[src/rtl/wcc_pkg.sv]
// Shared types, constants and gamma table builder for the WCAG contrast checker.
`timescale 1ns / 1ps

package wcc_pkg;

    // Default fixed-point formats
    localparam int LUMA_FRAC_BITS_DEF  = 16;
    localparam int RATIO_FRAC_BITS_DEF = 8;

    // Ratio has five integer bits; worst case is about 21.0
    localparam int RATIO_INT_W = 5;
    localparam int RATIO_W     = 13;
    localparam int COLOR_W     = 32;

    // Configuration register map
    localparam int CFG_IDX_W = 2;
    localparam logic [CFG_IDX_W-1:0] CFG_NORMAL_RATIO = 2'd0;
    localparam logic [CFG_IDX_W-1:0] CFG_LARGE_RATIO  = 2'd1;

    localparam logic [RATIO_W-1:0] NORMAL_RATIO_RST = 13'd1152;
    localparam logic [RATIO_W-1:0] LARGE_RATIO_RST  = 13'd768;

    // Colour masks for the adjusted foreground
    localparam logic [COLOR_W-1:0] ALPHA_MASK = 32'hFF00_0000;
    localparam logic [COLOR_W-1:0] RGB_WHITE  = 32'h00FF_FFFF;

    // Item fields carried alongside the luminance pipeline
    typedef struct packed {
        logic [COLOR_W-1:0] fg_color;
        logic               lg_text;
    } t_item;

    // Item fields carried alongside the divider
    typedef struct packed {
        logic [COLOR_W-1:0] fg_color;
        logic               lg_text;
        logic               bg_dark;
    } t_side;

    // Q0.31 product, truncated
    function automatic logic [63:0] q31_mul(input logic [63:0] a, input logic [63:0] b);
        logic [63:0] p;
        p = a * b;
        return p >> 31;
    endfunction

    function automatic logic [63:0] q31_pow5(input logic [63:0] y);
        logic [63:0] y2;
        logic [63:0] y4;
        y2 = q31_mul(y, y);
        y4 = q31_mul(y2, y2);
        return q31_mul(y4, y);
    endfunction

    // sRGB byte to linear light in Q0.lfb; evaluated at elaboration only
    function automatic logic [31:0] gamma_entry(input int unsigned c, input int unsigned lfb);
        logic [63:0] c64;
        logic [63:0] one;
        logic [63:0] v;
        logic [63:0] w;
        logic [63:0] y;
        logic [63:0] cand;
        logic [63:0] g;
        logic [63:0] r;
        logic [63:0] lmax;
        c64  = 64'(c);
        one  = 64'd1 << 31;
        lmax = (64'd1 << lfb) - 64'd1;
        if (c64 * 64'd100000 <= 64'd1001640) begin
            r = (c64 * 64'd5 * (64'd1 << lfb) + 64'd8236) / 64'd16473;
            return r[31:0];
        end
        v = ((c64 * 64'd1000 + 64'd14025) * one + 64'd134512) / 64'd269025;
        w = q31_mul(v, v);
        y = 64'd0;
        // fifth root of v^2 by bit-wise search, then v^2 * v^0.4 = v^2.4
        for (int bp = 31; bp >= 0; bp--) begin
            cand = y | (64'd1 << bp);
            if (cand <= one) begin
                if (q31_pow5(cand) <= w) begin
                    y = cand;
                end
            end
        end
        g = q31_mul(w, y);
        r = (g + (64'd1 << (30 - lfb))) >> (31 - lfb);
        if (r > lmax) begin
            r = lmax;
        end
        return r[31:0];
    endfunction

endpackage

[src/rtl/wcc_luma.sv]
// Four-stage relative luminance pipeline for the foreground and background colours.
`timescale 1ns / 1ps

module wcc_luma #(
    parameter int LUMA_FRAC_BITS = wcc_pkg::LUMA_FRAC_BITS_DEF
) (
    input  logic                        i_clk,
    input  logic                        i_rst_n,
    input  logic                        i_valid,
    input  wcc_pkg::t_item              i_item,
    input  logic [wcc_pkg::COLOR_W-1:0] i_bg_color,
    output logic                        o_valid,
    output wcc_pkg::t_item              o_item,
    output logic [LUMA_FRAC_BITS-1:0]   o_lum_fg,
    output logic [LUMA_FRAC_BITS-1:0]   o_lum_bg
);

    localparam int LW  = LUMA_FRAC_BITS;
    // weighted sum < 10000 * 2^L
    localparam int SW  = LW + 14;
    // sum / 16, divided next by 625
    localparam int TW  = SW - 4;
    localparam int MW  = LW + 1;
    localparam int QLW = LW + 1;
    localparam int PW  = TW + MW;
    localparam logic [MW-1:0] RECIP = MW'((64'd1 << TW) / 64'd625);

    localparam int W_R   = 2126;
    localparam int W_G   = 7152;
    localparam int W_B   = 722;
    localparam int ROUND = 5000;
    localparam int DIV_B = 625;

    // Gamma table, built at elaboration
    logic [LW-1:0] w_gamma [256];
    for (genvar gi = 0; gi < 256; gi++) begin : g_rom
        localparam logic [31:0] ENTRY = wcc_pkg::gamma_entry(gi, LW);
        assign w_gamma[gi] = ENTRY[LW-1:0];
    end

    logic [7:0] w_chan [6];
    always_comb begin
        w_chan[0] = i_item.fg_color[23:16];
        w_chan[1] = i_item.fg_color[15:8];
        w_chan[2] = i_item.fg_color[7:0];
        w_chan[3] = i_bg_color[23:16];
        w_chan[4] = i_bg_color[15:8];
        w_chan[5] = i_bg_color[7:0];
    end

    // Valid bits for the four stages
    logic [3:0] r_valid;
    always_ff @(posedge i_clk) begin
        if (!i_rst_n) begin
            r_valid <= '0;
        end else begin
            r_valid <= {r_valid[2:0], i_valid};
        end
    end

    wcc_pkg::t_item r_item [4];

    // Stage 1: table lookup
    logic [LW-1:0] r1_lin [6];
    always_ff @(posedge i_clk) begin
        for (int i = 0; i < 6; i++) begin
            r1_lin[i] <= w_gamma[w_chan[i]];
        end
        r_item[0] <= i_item;
    end

    // Stage 2: weighted channel sum plus rounding half
    logic [SW-1:0] n_sum [2];
    logic [SW-1:0] r2_sum [2];
    always_comb begin
        for (int c = 0; c < 2; c++) begin
            n_sum[c] = SW'(r1_lin[3*c])     * SW'(W_R)
                     + SW'(r1_lin[3*c + 1]) * SW'(W_G)
                     + SW'(r1_lin[3*c + 2]) * SW'(W_B)
                     + SW'(ROUND);
        end
    end

    always_ff @(posedge i_clk) begin
        r2_sum    <= n_sum;
        r_item[1] <= r_item[0];
    end

    // Stage 3: estimate of sum / 10000 by reciprocal multiply, low by at most one
    logic [TW-1:0]  w_t [2];
    logic [PW-1:0]  w_prod [2];
    logic [TW-1:0]  r3_t [2];
    logic [QLW-1:0] r3_q [2];
    always_comb begin
        for (int c = 0; c < 2; c++) begin
            w_t[c]    = r2_sum[c][SW-1:4];
            w_prod[c] = PW'(w_t[c]) * PW'(RECIP);
        end
    end

    always_ff @(posedge i_clk) begin
        for (int c = 0; c < 2; c++) begin
            r3_t[c] <= w_t[c];
            r3_q[c] <= w_prod[c][TW +: QLW];
        end
        r_item[2] <= r_item[1];
    end

    // Stage 4: one correction step and saturation
    logic [TW-1:0]  w_rem [2];
    logic [QLW-1:0] w_q [2];
    logic [LW-1:0]  n_lum [2];
    always_comb begin
        for (int c = 0; c < 2; c++) begin
            w_rem[c] = r3_t[c] - TW'(r3_q[c]) * TW'(DIV_B);
            w_q[c]   = (w_rem[c] >= TW'(DIV_B)) ? r3_q[c] + QLW'(1) : r3_q[c];
            n_lum[c] = w_q[c][LW] ? {LW{1'b1}} : w_q[c][LW-1:0];
        end
    end

    logic [LW-1:0] r4_lum [2];
    always_ff @(posedge i_clk) begin
        r4_lum    <= n_lum;
        r_item[3] <= r_item[2];
    end

    assign o_valid  = r_valid[3];
    assign o_item   = r_item[3];
    assign o_lum_fg = r4_lum[0];
    assign o_lum_bg = r4_lum[1];

endmodule

[config.mk]
export PLATFORM = sky130hd
export DESIGN_NAME = wcc_luma
export DESIGN_NICKNAME = d
export VERILOG_FILES = /design/src/rtl/wcc_pkg.sv /design/src/rtl/wcc_luma.sv
export SDC_FILE = /design/constraint.sdc
export NUM_CORES = 2
export LEC_CHECK = 0
export ABC_AREA = 1
export BUFFER_PORTS_ARGS = -buffer_cell sky130_fd_sc_hd__buf_2
export CORE_AREA = 2 2 458 369
export DETAILED_ROUTE_END_ITERATION = 8
export DIE_AREA = 0 0 460 371
export PLACE_DENSITY = 0.67
export SLEW_MARGIN = 10
export SYNTH_ARGS = -nofsm -noshare
export SYNTH_HDL_FRONTEND = slang
export SYNTH_SLANG_ARGS = --single-unit
[constraint.sdc]
create_clock -name i_clk -period 7.4 [get_ports i_clk]
set_input_delay 0.74 -clock i_clk [delete_from_list [all_inputs] [get_ports i_clk]]
set_output_delay 0.74 -clock i_clk [all_outputs]
set_load 0.03 [all_outputs]
# Word level (Yosys, flattened, before mapping)
# Memory sizes are Yosys's and may differ from the RTL's.
# Index checks and enable logic that the tools add are counted.
word_totals:
  in_bits: 68
  elab_cells: 63
  ramBits: 314
  mem_bits_ro: 24576
  out_inout_bits: 66
  n_memories: 10
  reg_bits: 96
memory_table:
  columns: ["memory", "depth", "word_bits", "read_ports", "rd_ports_with_merged_regs", "write_ports", "line", "rtl"]
  rows:
  - ["(name not given)", 256, 16, 1, 0, 0, "wcc_luma.sv:67", "r1_lin[i] <= w_gamma[w_chan[i]];"]
  - ["(name not given)", 256, 16, 1, 0, 0, "wcc_luma.sv:67", null]
  - ["(name not given)", 256, 16, 1, 0, 0, "wcc_luma.sv:67", null]
  - ["(name not given)", 256, 16, 1, 0, 0, "wcc_luma.sv:67", null]
  - ["(name not given)", 256, 16, 1, 0, 0, "wcc_luma.sv:67", null]
  - ["(name not given)", 256, 16, 1, 0, 0, "wcc_luma.sv:67", null]
  - ["+4 memories", null, null, null, null, null, null, null]
classes:
  bitwise: 6
  muxes: 14
  n_mul: 10
  add_sub_neg: 10
  magnitude_cmp: 8
ops:
  columns: ["op", "count"]
  rows:
  - ["16-bit two-way mux", 12]
  - ["16-bit by 9-bit multiplier with 25-bit output, second input constant", 4]
  - ["26-bit by 16-bit multiplier with 42-bit output, second input constant", 2]
  - ["28-bit by 29-bit adder with 30-bit output", 2]
  - ["30-bit by 13-bit adder with 30-bit output, second input constant", 2]
  - ["30-bit by 26-bit adder with 30-bit output", 2]
  - ["9-bit >= comparator, second input constant", 6]
  - ["16-bit by 11-bit multiplier with 27-bit output, second input constant", 2]
  - ["8-bit inverter with 9-bit output", 6]
  - ["26-bit by 10-bit >= comparator with 1-bit output, second input constant", 2]
  - ["17-bit by 10-bit multiplier with 26-bit output, second input constant", 2]
  - ["26-bit subtractor", 2]
  - ["17-bit by 1-bit adder with 17-bit output, second input constant", 2]
  - ["17-bit two-way mux", 2]

# Logic depth before layout (Yosys ltp)
# An unclocked memory read counts as a cell.
depth:
  word_depth: 5
  depth_mapped: 31
  mapped_depth_nobuf: 30

# Least setup slack after synthesis
# OpenSTA, ideal clock, no wires.
synth_timing:
  path_kind: "reg2reg"
  startpoint: "memory r1_lin[1][6] (netlist bit)"
  endpoint: "register r2_sum[58] (netlist bit)"
  setup_ps: 72
  path_buffers: 0
  path_stages_with_launch: 29
  arrival_time_ps: 6027
  setup_slack_ps: 1302
  period_less_slack_ps: 6098
  required_time_ps: 7328
  path_cell_list: "dfxtp_1 > inv_1 > fa_1 > inv_1 > fa_1 > inv_1 > fa_1 > fa_1 > inv_1 > ha_1 > inv_1 > nor3_1 > nand2_1 > nand2_1 > nand2_1 > nand2_1 > a21oi_1 > o21ai_0 > nand3_1 > nand2_1 > xor2_1 > fa_1 > ha_1 > ha_1 > nand2_1 > nor4_1 > nand4_1 > o21ai_0 > xor2_1"
synth_rtl:
  columns: ["element", "line", "rtl"]
  rows:
  - ["start: declaration", "wcc_luma.sv:64", "logic [LW-1:0] r1_lin [6];"]
  - ["end signal: assignment", "wcc_luma.sv:85", "r2_sum <= n_sum;"]
  - ["end: declaration", "wcc_luma.sv:74", "logic [SW-1:0] r2_sum [2];"]

==> metrics.md <==
| Metric | Value |
|---|---|
| Outcome | completed |
| Top-area cell type share of the netlist area | 0.208 |
| CTS Buf Count | 48 |
| Fillcell total | 16,900 |
| GR peak layer | met2 |
| Post-synth top area cell | fa_1 |
| Core area | 0.166 mm2 |
| Synthesis Warnings | 0 |
| Post-DP HPWL | 248 mm |
| Bufs on Longest Clock Path | 3 |
| Max-cap viol count | 0 |
| CTS resizes | 0 |
| Hold Path Class | primary input to flip-flop |
| DRT Wirelength | 309 mm |
| Post-synth EDFFs | 0 |
| Overall via count from detail_route | 75,600 |
| Synthesized Nets | 12,500 |
| Clock Sinks | 402 |
| Crit end category | flip-flop |
| Drt first-iter violations | 9,264 |
| Placed instance area | 0.0792 mm2 |
| Grt met2 use | 0.508 |
| DRT Pass-1 Iters | 7 |
| RSZ-0062 raised after global routing | false |
| CP max stage cell | fa_1 |
| Kind of critical path | flip-flop to flip-flop |
| GR Util met1 | 0.500 |
| Buffers on Ports | 125 |
| ANT nets after route | 0 |
| Worst slew margin | 0.115 |
| Setup ws final | 0.577 ns |
| M3 GR Usage | 0.114 |
| WP data arrival | 7.42 ns |
| Routed vias/inst | 5.91 |
| Nets | 12,600 |
| Worst setup SP type | flip-flop |
| First-pass GRT wire length | 464 mm |
| Design area | 0.0810 mm2 |
| Clk_skew | 0.0572 ns |
| Final setup viols | 0 |
| Largest net degree at the start of global routing | 58 |
| Most frequent cells in the layout | inv_1, nand2_1, ha_1 |
| Clk Latency, worst-skew pair | 0.68 ns |
| Top-Level Pins | 134 |
| Worst slew pin tran | 1.31 ns |
| Crit-path most repeated cell | inv_1 |
| DP Worst Slack | 0.621 ns |
| Reg area | 0.00805 mm2 |
| Vias in the first global route | 74,900 |
| Avg Inst Size Synth | 7.20 um2 |
| Grt total ovfl | 0 |
| Cts hold-fix bufs | 0 |
| Final Hold Fails | 0 |
| WP data required | 8.00 ns |
| Initial Utilization | 0.458 |
| Worst stage delay on the critical path | 0.49 ns |
| DR WL/cell | 24.1 um |
| Placer congestion estimate | 1.07 |
| Most area-consuming cells after synthesis | fa_1, ha_1, inv_1, dfxtp_1, nand2_1 |
| Die H | 371 um |
| Total negative slack | 0 ns |
| Max Clk Rate | 147 MHz |
| Setup bufs post-CTS | 0 |
| Synth unique cells | 64 |
| TritonCTS clock tree | built |
| H-tree depth | 2 |
| Most common cell after layout, fill and taps aside | inv_1 |
| Async S/R FF share, synth | 0 |
| Fin. max-slew vios | 0 |
| Sequential fraction of the synthesis area | 0.106 |
| CP Max Fanout | 4 |
| Main flop type after synthesis | dfxtp_1 |
| Fin crit share | 0.922 |
| Multi-input gate area | 0.0583 mm2 |
| Worst-path clk slew | 0.07 ns |
| Die ar. | 0.171 mm2 |
| Root Buffer | clkbuf_16 |
| Synthesis-stage register bit count | 402 |
| # DRC | 0 |
| Area delta synth->final | 6.55% |
| Minimum clock period | 6.82 ns |
| Initial antenna violation count | 19 |
| Syn Inst Count | 10,600 |
| Cell Area, Synth | 0.0761 mm2 |
| Layout cells sized above 1 | 0.0371 |
| Die W | 460 um |
| Total track usage | 0.356 |
| Core Rows | 134 |
==> cell type report <==
class | instances | area share
Tap cell | 2176 | 0.0336
Clock inverter | 39 | 0.00721
Sequential cell | 402 | 0.0993
Multi-Input combinational cell | 7577 | 0.719
Timing Repair Buffer | 239 | 0.0183
Inverter | 2314 | 0.107
Antenna cell | 7 | 0.000216
Clock buffer | 50 | 0.0150
==> path summary, 6_finish.rpt <==
kind | from | endpoint | slack, ns | cells past startpoint
worst max register to register | r1_lin[2][4]$_DFF_P_ | r2_sum[58]$_DFF_P_ | 0.58 | 30
worst min register to register | r_item[2][18]$_DFF_P_ | r_item[3][18]$_DFF_P_ | 0.32 | 0
worst max-delay path | r1_lin[2][4]$_DFF_P_ | r2_sum[58]$_DFF_P_ | 0.58 | 30
worst min-delay path | i_item[28] | r_item[0][28]$_DFF_P_ | 0.15 | 1
==> worst max-delay path, delay by kind of cell, from the launching register on <==
family                   cells  cell delay (ns)
adder cells (fa/ha/maj)      8             3.20
AO/OA/AOI/OAI                4             0.99
AND/OR/NAND/NOR             10             1.29
XOR/XNOR                     2             0.55
flip-flops                   1             0.36
buffers and inverters        6             0.35
==> cells in the mapped netlist (28+ instances only) <==
cell,instances
a211oi_1,36
a21o_1,30
a21oi_1,643
a221oi_1,32
a31oi_1,118
buf_1,42
clkbuf_1,214
dfxtp_1,402
fa_1,790
ha_1,1112
inv_1,2275
nand2_1,1774
nand3_1,372
nand4_1,112
nor2_1,843
nor3_1,103
nor4_1,28
o2111ai_1,56
o211ai_1,124
o21ai_0,666
o221ai_1,54
o22ai_1,90
o311ai_0,31
o31ai_1,59
xnor2_1,94
xor2_1,179
==> state kept, by name, summed over array words and instances (netlist names) <==
signal and flops:
r_item 132, r1_lin 96, r2_sum 52, r3_t 52, r3_q 34, o_lum_bg 16
o_lum_fg 16, r_valid 4
==> routing by layer <==
metal  share of wire  up-vias  routed length [um]
met1            0.43    35900              134000
met2            0.40     4616              124000
met5         0.00032        -                  98
met4           0.040       14               12300
li1                -    34300                   -
met3            0.13      845               39200
==> stage by stage <==
step / util / std cells / hold WS, ns
after floorplan: - / 10600 / 0.310
after global placement: 0.477 / 12700 / 0.310
after detailed placement: 0.477 / 12700 / 0.312
after CTS: 0.488 / 12800 / 0.0963
after global routing: 0.488 / 12800 / 0.117
final: 0.488 / 12800 / 0.151
==> cells by family after synthesis <==
kind of cell / share of synthesized area
buf+inv: 0.128
compound gates: 0.165
xor+xnor: 0.0314
fa+ha+maj: 0.391
flops: 0.106
simple gates: 0.179
Power is not shown: default switching activity piles up to over one toggle a cycle in this logic, so the estimate is an artifact.
